### config.mk
export PLATFORM = sky130hd
export DESIGN_NAME = postfix_expression_evaluator_top_flat
export DESIGN_NICKNAME = d
export VERILOG_FILES = /design/src/rtl/pfx_pkg.sv /design/src/rtl/pfx_ifs.sv /design/src/rtl/postfix_expression_evaluator_top.sv /design/src/rtl/pfx_ram.sv /design/src/flat_wrapper.sv
export SDC_FILE = /design/constraint.sdc
export NUM_CORES = 1
export LEC_CHECK = 0
export ABC_AREA = 1
export BUFFER_PORTS_ARGS = -buffer_cell sky130_fd_sc_hd__buf_2
export CORE_ASPECT_RATIO = 0.7
export CORE_UTILIZATION = 64
export DETAILED_ROUTE_END_ITERATION = 6
export PLACE_DENSITY = 0.81
export SLEW_MARGIN = 20
export SYNTH_ARGS = -nofsm -noshare
export SYNTH_HDL_FRONTEND = slang
export SYNTH_HIERARCHICAL = 1
export SYNTH_SLANG_ARGS = --single-unit
### constraint.sdc
create_clock -name clk -period 5.3 [get_ports clk]
set_input_delay 0.265 -clock clk [delete_from_list [all_inputs] [get_ports clk]]
set_output_delay 0.265 -clock clk [all_outputs]
set_load 0.005 [all_outputs]
### src/rtl/pfx_pkg.sv
// shared constants and types for the postfix expression evaluator
package pfx_pkg;

	localparam int STACK_DEPTH = 16;
	localparam int ADDR_W      = $clog2(STACK_DEPTH);
	localparam int DEPTH_W     = $clog2(STACK_DEPTH + 1);
	localparam int CHAR_W      = 8;
	localparam int VAL_W       = 8;

	localparam logic [CHAR_W-1:0] CH_ZERO  = 8'd48;
	localparam logic [CHAR_W-1:0] CH_NINE  = 8'd57;
	localparam logic [CHAR_W-1:0] CH_OP_LO = 8'd42;
	localparam logic [CHAR_W-1:0] CH_OP_HI = 8'd47;
	localparam logic [CHAR_W-1:0] CH_STAR  = 8'd42;
	localparam logic [CHAR_W-1:0] CH_PLUS  = 8'd43;
	localparam logic [CHAR_W-1:0] CH_MINUS = 8'd45;
	localparam logic [CHAR_W-1:0] CH_SLASH = 8'd47;

	typedef enum logic [1:0] {
		ST_OK        = 2'd0,
		ST_UNDERFLOW = 2'd1,
		ST_OVERFLOW  = 2'd2,
		ST_DIVZERO   = 2'd3
	} status_t;

endpackage

### src/rtl/pfx_ifs.sv
// valid/ready channel interfaces for characters and results
interface pfx_char_if;
	logic                         valid;
	logic                         ready;
	logic [pfx_pkg::CHAR_W-1:0]   char_code;
	logic                         is_last;

	modport source (output valid, output char_code, output is_last, input ready);
	modport sink   (input valid, input char_code, input is_last, output ready);
endinterface

interface pfx_result_if;
	logic                             valid;
	logic                             ready;
	logic signed [pfx_pkg::VAL_W-1:0] top_value;
	logic [1:0]                       status;

	modport source (output valid, output top_value, output status, input ready);
	modport sink   (input valid, input top_value, input status, output ready);
endinterface

### src/rtl/postfix_expression_evaluator_top.sv
// top level of the postfix expression evaluator: sequencer, alu, divider, stack ram
//
//   channel   dir   word fields            handshake
//   chars     in    char_code, is_last     valid / ready
//   result    out   top_value, status      valid / ready
//
// steps: a digit or ignored char is handled in decode; '+', '-', '*', ',' and
// '.' read the second entry and execute; '/' then runs the divider (one quotient
// bit per cycle in the divider) and writes back, unless the divisor is zero; the
// last char then reads the top entry out of the stack ram and emits it.
// the stack ram's single read port makes operators read their two entries in turn.
// reset: depth and error clear at once, the stack ram needs no clearing.
// a result waits in the output register; a new word is still taken, and only
// a later last char stalls until that register is free.
module postfix_expression_evaluator_top (
	input  logic                clk,
	input  logic                arst_n,
	pfx_char_if.sink            chars,
	pfx_result_if.source        result
);

	import pfx_pkg::*;

	// one-hot sequencer states
	typedef enum logic [7:0] {
		S_IDLE   = 8'b0000_0001,
		S_DECODE = 8'b0000_0010,
		S_RD_A   = 8'b0000_0100,
		S_EXEC   = 8'b0000_1000,
		S_DIV    = 8'b0001_0000,
		S_WRITE  = 8'b0010_0000,
		S_RD_TOP = 8'b0100_0000,
		S_EMIT   = 8'b1000_0000
	} state_t;

	state_t               state_q, state_d;
	logic [DEPTH_W-1:0]   depth_q, depth_d;
	status_t              err_q, err_d;
	logic                 out_valid_q, out_valid_d;

	// latched word
	logic [CHAR_W-1:0]    char_q;
	logic                 last_q;

	// operands and divider
	logic [VAL_W-1:0]     b_q;
	logic [VAL_W-1:0]     rem_q, quo_q, dvs_q;
	logic                 neg_q;
	logic [2:0]           cnt_q;

	// output register
	logic [VAL_W-1:0]     top_q;
	status_t              status_q;

	// stack ram port
	logic                 wr_en;
	logic [ADDR_W-1:0]    wr_addr;
	logic [VAL_W-1:0]     wr_data;
	logic [ADDR_W-1:0]    rd_addr;
	logic [VAL_W-1:0]     rd_data;

	logic                 accept;
	logic                 out_load;
	logic                 is_digit, is_op;
	logic [DEPTH_W-1:0]   depth_m1, depth_m2;
	state_t               tail_state;
	logic                 note;
	status_t              note_code;
	logic                 div_start;
	logic [VAL_W-1:0]     a_abs, b_abs;
	logic [15:0]          prod_full;
	logic [VAL_W:0]       trial;
	logic                 trial_ge;
	logic [VAL_W-1:0]     quo_signed;
	logic                 stack_empty;

	assign accept       = chars.valid && chars.ready;
	assign chars.ready  = (state_q == S_IDLE);

	assign result.valid     = out_valid_q;
	assign result.top_value = top_q;
	assign result.status    = status_q;

	assign is_digit   = (char_q >= CH_ZERO) && (char_q <= CH_NINE);
	assign is_op      = (char_q >= CH_OP_LO) && (char_q <= CH_OP_HI);
	assign depth_m1   = depth_q - DEPTH_W'(1);
	assign depth_m2   = depth_q - DEPTH_W'(2);
	assign tail_state = last_q ? S_RD_TOP : S_IDLE;
	assign stack_empty = (depth_q == '0);

	// second entry comes from the ram while the top sits in b_q
	assign rd_addr = (state_q == S_RD_A) ? depth_m2[ADDR_W-1:0] : depth_m1[ADDR_W-1:0];

	// magnitudes for the divider; -128 becomes 128 unsigned
	assign a_abs     = rd_data[VAL_W-1] ? (VAL_W'(0) - rd_data) : rd_data;
	assign b_abs     = b_q[VAL_W-1] ? (VAL_W'(0) - b_q) : b_q;
	assign prod_full = 16'(rd_data) * 16'(b_q);

	// one restoring division step per cycle
	assign trial      = {rem_q, quo_q[VAL_W-1]};
	assign trial_ge   = (trial >= {1'b0, dvs_q});
	assign quo_signed = neg_q ? (VAL_W'(0) - quo_q) : quo_q;

	assign out_load = (state_q == S_EMIT) && (!out_valid_q || result.ready);

	always_comb begin
		state_d   = state_q;
		depth_d   = depth_q;
		err_d     = err_q;
		note      = 1'b0;
		note_code = ST_OK;
		wr_en     = 1'b0;
		wr_addr   = depth_m2[ADDR_W-1:0];
		wr_data   = '0;
		div_start = 1'b0;

		unique case (state_q)
			S_IDLE: begin
				if (accept) begin
					state_d = S_DECODE;
				end
			end
			S_DECODE: begin
				state_d = tail_state;
				if (is_digit) begin
					if (depth_q == DEPTH_W'(STACK_DEPTH)) begin
						note      = 1'b1;
						note_code = ST_OVERFLOW;
					end else begin
						wr_en   = 1'b1;
						wr_addr = depth_q[ADDR_W-1:0];
						wr_data = char_q - CH_ZERO;
						depth_d = depth_q + DEPTH_W'(1);
					end
				end else if (is_op) begin
					if (depth_q < DEPTH_W'(2)) begin
						note      = 1'b1;
						note_code = ST_UNDERFLOW;
					end else begin
						state_d = S_RD_A;
					end
				end
			end
			S_RD_A: begin
				state_d = S_EXEC;
			end
			S_EXEC: begin
				state_d = tail_state;
				case (char_q)
					CH_PLUS: begin
						wr_en   = 1'b1;
						wr_data = rd_data + b_q;
						depth_d = depth_m1;
					end
					CH_MINUS: begin
						wr_en   = 1'b1;
						wr_data = rd_data - b_q;
						depth_d = depth_m1;
					end
					CH_STAR: begin
						wr_en   = 1'b1;
						wr_data = prod_full[VAL_W-1:0];
						depth_d = depth_m1;
					end
					CH_SLASH: begin
						if (b_q == '0) begin
							note      = 1'b1;
							note_code = ST_DIVZERO;
							wr_en     = 1'b1;
							wr_data   = '0;
							depth_d   = depth_m1;
						end else begin
							div_start = 1'b1;
							state_d   = S_DIV;
						end
					end
					default: begin
						// ',' '.' and the rest of the operator range only pop
						depth_d = depth_m2;
					end
				endcase
			end
			S_DIV: begin
				if (cnt_q == 3'd7) begin
					state_d = S_WRITE;
				end
			end
			S_WRITE: begin
				wr_en   = 1'b1;
				wr_data = quo_signed;
				depth_d = depth_m1;
				state_d = tail_state;
			end
			S_RD_TOP: begin
				state_d = S_EMIT;
			end
			S_EMIT: begin
				if (out_load) begin
					depth_d = '0;
					state_d = S_IDLE;
				end
			end
			default: begin
				state_d = S_IDLE;
			end
		endcase

		// first error of an expression sticks
		if (note && (err_q == ST_OK)) begin
			err_d = note_code;
		end
		if (out_load) begin
			err_d = ST_OK;
		end
	end

	always_comb begin
		out_valid_d = out_valid_q;
		if (out_load) begin
			out_valid_d = 1'b1;
		end else if (result.ready) begin
			out_valid_d = 1'b0;
		end
	end

	// control state
	always_ff @(posedge clk or negedge arst_n) begin
		if (!arst_n) begin
			state_q     <= S_IDLE;
			depth_q     <= '0;
			err_q       <= ST_OK;
			out_valid_q <= 1'b0;
			cnt_q       <= '0;
		end else begin
			state_q     <= state_d;
			depth_q     <= depth_d;
			err_q       <= err_d;
			out_valid_q <= out_valid_d;
			if (div_start) begin
				cnt_q <= '0;
			end else if (state_q == S_DIV) begin
				cnt_q <= cnt_q + 3'd1;
			end
		end
	end

	// payload and datapath registers
	always_ff @(posedge clk) begin
		if (accept) begin
			char_q <= chars.char_code;
			last_q <= chars.is_last;
		end
		if (state_q == S_RD_A) begin
			b_q <= rd_data;
		end
		if (div_start) begin
			quo_q <= a_abs;
			dvs_q <= b_abs;
			rem_q <= '0;
			neg_q <= rd_data[VAL_W-1] ^ b_q[VAL_W-1];
		end else if (state_q == S_DIV) begin
			rem_q <= trial_ge ? VAL_W'(trial - {1'b0, dvs_q}) : trial[VAL_W-1:0];
			quo_q <= {quo_q[VAL_W-2:0], trial_ge};
		end
		if (out_load) begin
			top_q    <= stack_empty ? '0 : rd_data;
			status_q <= (stack_empty && (err_q == ST_OK)) ? ST_UNDERFLOW : err_q;
		end
	end

	pfx_ram #(
		.WIDTH (VAL_W),
		.DEPTH (STACK_DEPTH)
	) u_stack (
		.clk   (clk),
		.we    (wr_en),
		.waddr (wr_addr),
		.wdata (wr_data),
		.raddr (rd_addr),
		.rdata (rd_data)
	);

	// a word taken always goes to decode next
	a_accept_decode: assert property (@(posedge clk) disable iff (!arst_n)
		accept |=> (state_q == S_DECODE))
		else $error("accepted word not decoded");

	// a new result only comes out of the emit state
	a_result_from_emit: assert property (@(posedge clk) disable iff (!arst_n)
		$rose(out_valid_q) |-> $past(state_q == S_EMIT))
		else $error("result loaded outside emit");

	// emitting clears the expression state
	a_emit_clears: assert property (@(posedge clk) disable iff (!arst_n)
		out_load |=> (depth_q == '0) && (err_q == ST_OK) && (state_q == S_IDLE))
		else $error("stack not cleared after result");

	// divider runs exactly eight steps before write back
	a_div_length: assert property (@(posedge clk) disable iff (!arst_n)
		((state_q == S_DIV) && (cnt_q == 3'd7)) |=> (state_q == S_WRITE))
		else $error("divider did not finish on time");

	// depth never passes the stack size
	a_depth_bound: assert property (@(posedge clk) disable iff (!arst_n)
		wr_en |-> (depth_q <= DEPTH_W'(STACK_DEPTH)) && (depth_d <= DEPTH_W'(STACK_DEPTH)))
		else $error("stack depth out of range");

endmodule

### src/rtl/pfx_ram.sv
// generic single-write, single-read ram with registered read data
module pfx_ram #(
	parameter int WIDTH = 8,
	parameter int DEPTH = 16
) (
	input  logic                     clk,
	input  logic                     we,
	input  logic [$clog2(DEPTH)-1:0] waddr,
	input  logic [WIDTH-1:0]         wdata,
	input  logic [$clog2(DEPTH)-1:0] raddr,
	output logic [WIDTH-1:0]         rdata
);

	logic [WIDTH-1:0] mem [DEPTH];

	always_ff @(posedge clk) begin
		if (we) begin
			mem[waddr] <= wdata;
		end
		rdata <= mem[raddr];
	end

endmodule
### src/flat_wrapper.sv
// flat-port wrapper written by rule: the top's interface ports become plain ports
module postfix_expression_evaluator_top_flat import pfx_pkg::*;
  (clk, arst_n, chars_valid, chars_char_code, chars_is_last, chars_ready, result_valid, result_top_value, result_status, result_ready);
  pfx_char_if chars_i ();
  pfx_result_if result_i ();
  input  logic clk;
  input  logic arst_n;
  input wire logic [$bits(chars_i.valid)-1:0] chars_valid;
  input wire logic [$bits(chars_i.char_code)-1:0] chars_char_code;
  input wire logic [$bits(chars_i.is_last)-1:0] chars_is_last;
  output wire logic [$bits(chars_i.ready)-1:0] chars_ready;
  output wire logic [$bits(result_i.valid)-1:0] result_valid;
  output wire logic [$bits(result_i.top_value)-1:0] result_top_value;
  output wire logic [$bits(result_i.status)-1:0] result_status;
  input wire logic [$bits(result_i.ready)-1:0] result_ready;
  assign chars_i.valid = chars_valid;
  assign chars_i.char_code = chars_char_code;
  assign chars_i.is_last = chars_is_last;
  assign chars_ready = chars_i.ready;
  assign result_valid = result_i.valid;
  assign result_top_value = result_i.top_value;
  assign result_status = result_i.status;
  assign result_i.ready = result_ready;
  postfix_expression_evaluator_top u_core (.clk(clk), .arst_n(arst_n), .chars(chars_i), .result(result_i));
endmodule
Yosys cells after proc, flatten, opt, wreduce, memory -nomap -nowiden
Memories as Yosys holds them, arrays and structs flattened. A register that Yosys moved wholly into a read port is not among the register bits.
Index checks and enable logic that the tools add are counted.
{ "word_totals": {"word_cells": 132, "output_inout_bits": 12, "mem_count": 1, "ram_bits": 128, "ff_bits": 71} }
{ "op_classes": {"mux": 59, "order_cmp": 6, "n_addsub": 11, "mul": 1, "eq_ne": 20, "n_reduce_logical": 18, "n_bitwise": 1} }
{ "mem_list": {"columns": ["name", "depth", "width", "rd", "rd_clocked_by_memory_dff", "wr", "line", "source"], "rows": [
  ["u_core.u_stack.mem", 16, 8, 1, 1, 1, "pfx_ram.sv:14", "logic [WIDTH-1:0] mem [DEPTH];"]
]} }
{ "ops": {"columns": ["cell", "n"], "rows": [
  ["$mux 8", 15],
  ["$pmux 8 s8", 1],
  ["$pmux 8 s3", 2],
  ["$eq 8x6->1 const B", 5],
  ["$sub 1x8->8 const A", 3],
  ["$mux 5", 4],
  ["$pmux 5 s4", 1],
  ["$ge 8x6->1 const B", 2],
  ["$le 8x6->1 const B", 2],
  ["$mux 1", 16],
  ["$mux 4", 4],
  ["$sub 8x8->8", 2],
  ["$mux 2", 7],
  ["$mux 7", 2],
  ["$pmux 5 s2", 1],
  ["$ge 9x8->1", 1],
  ["$add 8x8->8", 1],
  ["$eq 8x1->1 const B", 1],
  ["$eq 8x2->1 const B", 1],
  ["$eq 8x3->1 const B", 1],
  ["$eq 8x4->1 const B", 1],
  ["$eq 8x5->1 const B", 1],
  ["$eq 8x7->1 const B", 1],
  ["$eq 8x8->1 const B", 1],
  ["28 further kinds", 40]
]} }

Longest topological paths before layout
{ "logic_depth": {"ltp_word": 8, "depth_mapped": 23, "depth_no_buf": 22} }

Modules after synthesis
The synthesis kept the hierarchy.
{ "modules_own_cells": {"columns": ["mod", "cells_per_inst", "n_inst", "seq_area_each_um2", "area_per_inst_um2"], "rows": [
  ["postfix_expression_evaluator_top", 807, 1, 1958.1, 6059.6],
  ["pfx_ram", 551, 1, 4003.8, 5773.0]
]} }

Worst setup path after synthesis
No wires, ideal clock.
{ "synth_path": {"path_type": "reg-to-reg", "start": "register u_core.u_stack.rdata[2] (read register of u_core.u_stack.mem)", "end": "memory u_core.u_stack.mem[0][7] (data pin)", "stages_incl_launch_ff": 19, "arrival_time_ps": 3606, "setup_slack_ps": 1374, "path_buffers": 1, "cell_sequence": "dfxtp_1 > buf_2 > nand2_1 > fa_1 > fa_1 > inv_1 > fa_1 > inv_1 > fa_1 > inv_1 > ha_1 > o21ai_0 > and2_1 > inv_1 > nand3_1 > nand3_1 > nand2_1 > nand2_1 > nand2_1"} }
{ "synth_between": {"elab_chain_cells": 3} }
{ "synth_lines": {"columns": ["item", "line", "source"], "rows": [
  ["start: declaration", "pfx_ram.sv:11", "output logic [WIDTH-1:0] rdata"],
  ["$mul 8x8->8 (tied with other cells)", "postfix_expression_evaluator_top.sv:97", "assign prod_full = 16'(rd_data) * 16'(b_q);"],
  ["$pmux 8 s3 *", "postfix_expression_evaluator_top.sv:149", "case (char_q)"],
  ["$pmux 8 s3 *", "postfix_expression_evaluator_top.sv:117", "unique case (state_q)"],
  ["via u_core.wr_data[7]", "postfix_expression_evaluator_top.sv:58", "logic [VAL_W-1:0] wr_data;"],
  ["end: declaration", "pfx_ram.sv:14", null]
]} }
Mark *: on every way through the listed nets, which the timed path passes. The rest lies on a longest branch.

Final worst setup path
{ "layout_path": {"start": "register u_core.u_stack.rdata[1] (read register of u_core.u_stack.mem)", "end": "memory u_core.u_stack.mem[1][7] (data pin)"} }
Same word-level chain as after synthesis.

==> results.tsv <==
metric	value	unit
status	completed	
fmax	0.224	GHz
setup_tns	0	ps
port_buffers	24	
final_hold_viol_count	0	
vdd_ir_drop_max	0.000484	V
grtUsageTotal	0.302	
powerDensity	506	nW/um^2
antenna_left	0	
post-cts-setup-buffers	0	
ys_ff_latch	207	
globalRouteOverflowTotal	0	
ys_warn_count	6	
yosysTopAreaCellShare	0.437	
final_util	0.712	
ctsHtreeMaxLevel	1	
critPathArrivalTime	4690	ps
nets	1453	
dp_slack	960	ps
ctsHoldBuffers	10	
synth_edf_count	172	
relSlewSlack	0.261	
hold-worst-slack	43.0	ps
yosysTopAreaCell	edfxtp_1	
cts.clk_slew.worst_paths	60	ps
cts_tree	yes	
mostFrequentLayoutCell	nand2_1	
async_reset_ff_frac	0.0918	
fin_ws	835	ps
grt_start_max_net_pins	65	
area_growth	8.71	%
synthesis.area	11800	um^2
place_area	12100	um^2
grt_pass1_vias	8359	
die-area	19000	um^2
p_leak	6.13	nW
cp.required	5530	ps
routed_wl	28.1	mm
maxSlewViolCount	0	
crit_type	reg2reg	
synthCells	1358	
io_pins	25	
fillers	1322	
fin_skew	14.5	ps
hold_class	in2reg	
synth.yosys.seq_area_share	0.504	
maxCapViolations	0	
post_synth.cell_area_avg	8.71	um^2
synth_ff_type	edfxtp_1	
fin_area	12900	um^2
synth_cell_types	50	
syn_nets	1430	
worst_pin_slew	1100	ps
period_minus_slack	4460	ps
cts_root_buf	clkbuf_16	
clockBufferDepth	3	
initial_utilization	0.655	
core_area	18100	um^2
setup-violations-final	0	
period_share	0.842	
cts_resized	0	
path_max_fanout	16	
die_y	116	um
clock-sinks	207	
startpoint_type	flop	
layout_common_cells	nand2_1, inv_1, edfxtp_1	
core.rowCount	41	
cts-buffers-inserted	21	
endpoint_kind	flop	
rsz0062_at_grt	no	
drc	0	
drt_iter0_markers	1106	
drt_first_pass_iters	5	
yosys-top-cells-area	edfxtp_1, nand2_1, inv_1	
num_antenna_cells	0	
gp_congestion	0.937	
routed_via_density	5.65	
final_layout_size_suffix_gt1_frac	0.0789	
detailed_place_hpwl	19.3	mm
die_w	165	um
num_vias	9206	
antenna_found_initial	0	
routedWlPerCell	17.2	um
clock_latency	500	ps
grt_pass1_wl	43.6	mm
==> per-stage QoR <==
step | total power [W] | instances
2_1_floorplan | 0.00420 | 1358
3_3_place_gp | 0.00485 | 1584
3_5_place_dp | 0.00496 | 1584
4_1_cts | 0.00647 | 1630
5_1_grt | 0.00692 | 1630
6_report | 0.00651 | 1630
==> sequential cells by signal (all words and copies together), names as in the netlist <==
signal                   flops
u_core/char_q                8
u_core/depth_q               5
u_core/rem_q                 8
u_core/result.top_value      8
u_core/dvs_q                 8
u_core/cnt_q                 3
u_core/u_stack/rdata         8
u_core/last_q                1
u_core/err_q                 2
u_core/result.valid          1
u_core/neg_q                 1
u_core/quo_q                 8
u_core/result.status         2
u_core/state_q               8
u_core/b_q                   8
u_core/u_stack/mem         128
==> routing by layer <==
metal,track usage,share of wire,vias up
met1,0.458,0.44,4308
met4,0.0569,0.016,0
met2,0.454,0.44,438
met3,0.0601,0.10,44
li1,-,-,4416
met5,0,0,-
==> cell type report <==
cell class	instances	area, um^2	share of cell area
timing repair buffer	43	288	0.0224
inverter	256	962	0.0748
tap	236	295	0.0230
clock buffer	29	556	0.0432
multi-input combinational	852	4680	0.364
clock inverter	7	116	0.00905
sequential	207	5960	0.463
==> final timing paths <==
| check | start | end | slack [ps] | depth (start not counted) |
|---|---|---|---|---|
| max in group asynchronous | arst_n | u_core/state_q[0]$_DFFE_PN1P_ | 4710 | 2 |
| min | chars_valid | u_core/state_q[1]$_DFFE_PN0P_ | 40 | 3 |
| max | u_core/u_stack/rdata[1]$_DFF_P_ | u_core/u_stack/mem[1][7]$_DFFE_PP_ | 840 | 22 |
| min in group asynchronous | arst_n | u_core/depth_q[1]$_DFFE_PN0P_ | 250 | 2 |
| max reg2reg | u_core/u_stack/rdata[1]$_DFF_P_ | u_core/u_stack/mem[1][7]$_DFFE_PP_ | 840 | 22 |
| min reg2reg | u_core/rem_q[1]$_SDFFE_PP0P_ | u_core/rem_q[1]$_SDFFE_PP0P_ | 480 | 2 |
==> worst max-delay path, stage by stage (launching register included) <==
cell and delay [ps]:
dfxtp_1 580, nand2_1 150, fa_1 470, fa_1 540, inv_1 50, fa_1 470, inv_1 60, fa_1 430
inv_1 70, nand3_1 90, nand2_1 130, nand2_1 80, nand2_1 100, nand2_1 80, inv_1 60, nor2_1 40
nand2_1 70, nand2_1 60, nand2_1 60, nand3_1 90, nand2_1 90, nand2_1 50, nand2_1 370
==> synth_stat cells, drive strengths merged, types with 7 or more instances <==
cell / number
buf: 33
nor2: 71
inv: 256
fa: 14
a21oi: 32
nand4: 8
nand3: 138
nor3: 9
xnor2: 12
edfxtp: 172
clkbuf: 10
o21ai: 56
or2: 7
nand2: 398
ha: 45
xor2: 16
dfrtp: 18
dfxtp: 16
==> cells by family after synthesis <==
kind of cell | after synthesis | synth area share
AOI/OAI and AO/OA | 117 | 0.0563
xor gates and xnor gates | 28 | 0.0207
buffers and inverters | 299 | 0.103
and+or+nand+nor | 646 | 0.243
DFF | 207 | 0.504
adders and majority gates | 59 | 0.0713
muxes | 2 | 0.00169
==> where the power goes <==
part,internal (W),switching [W]
registers,0.00188,0.000159
clock network,0.000880,0.000604
logic,0.000973,0.00201
Note: power is estimated with default switching activity, not from simulation.
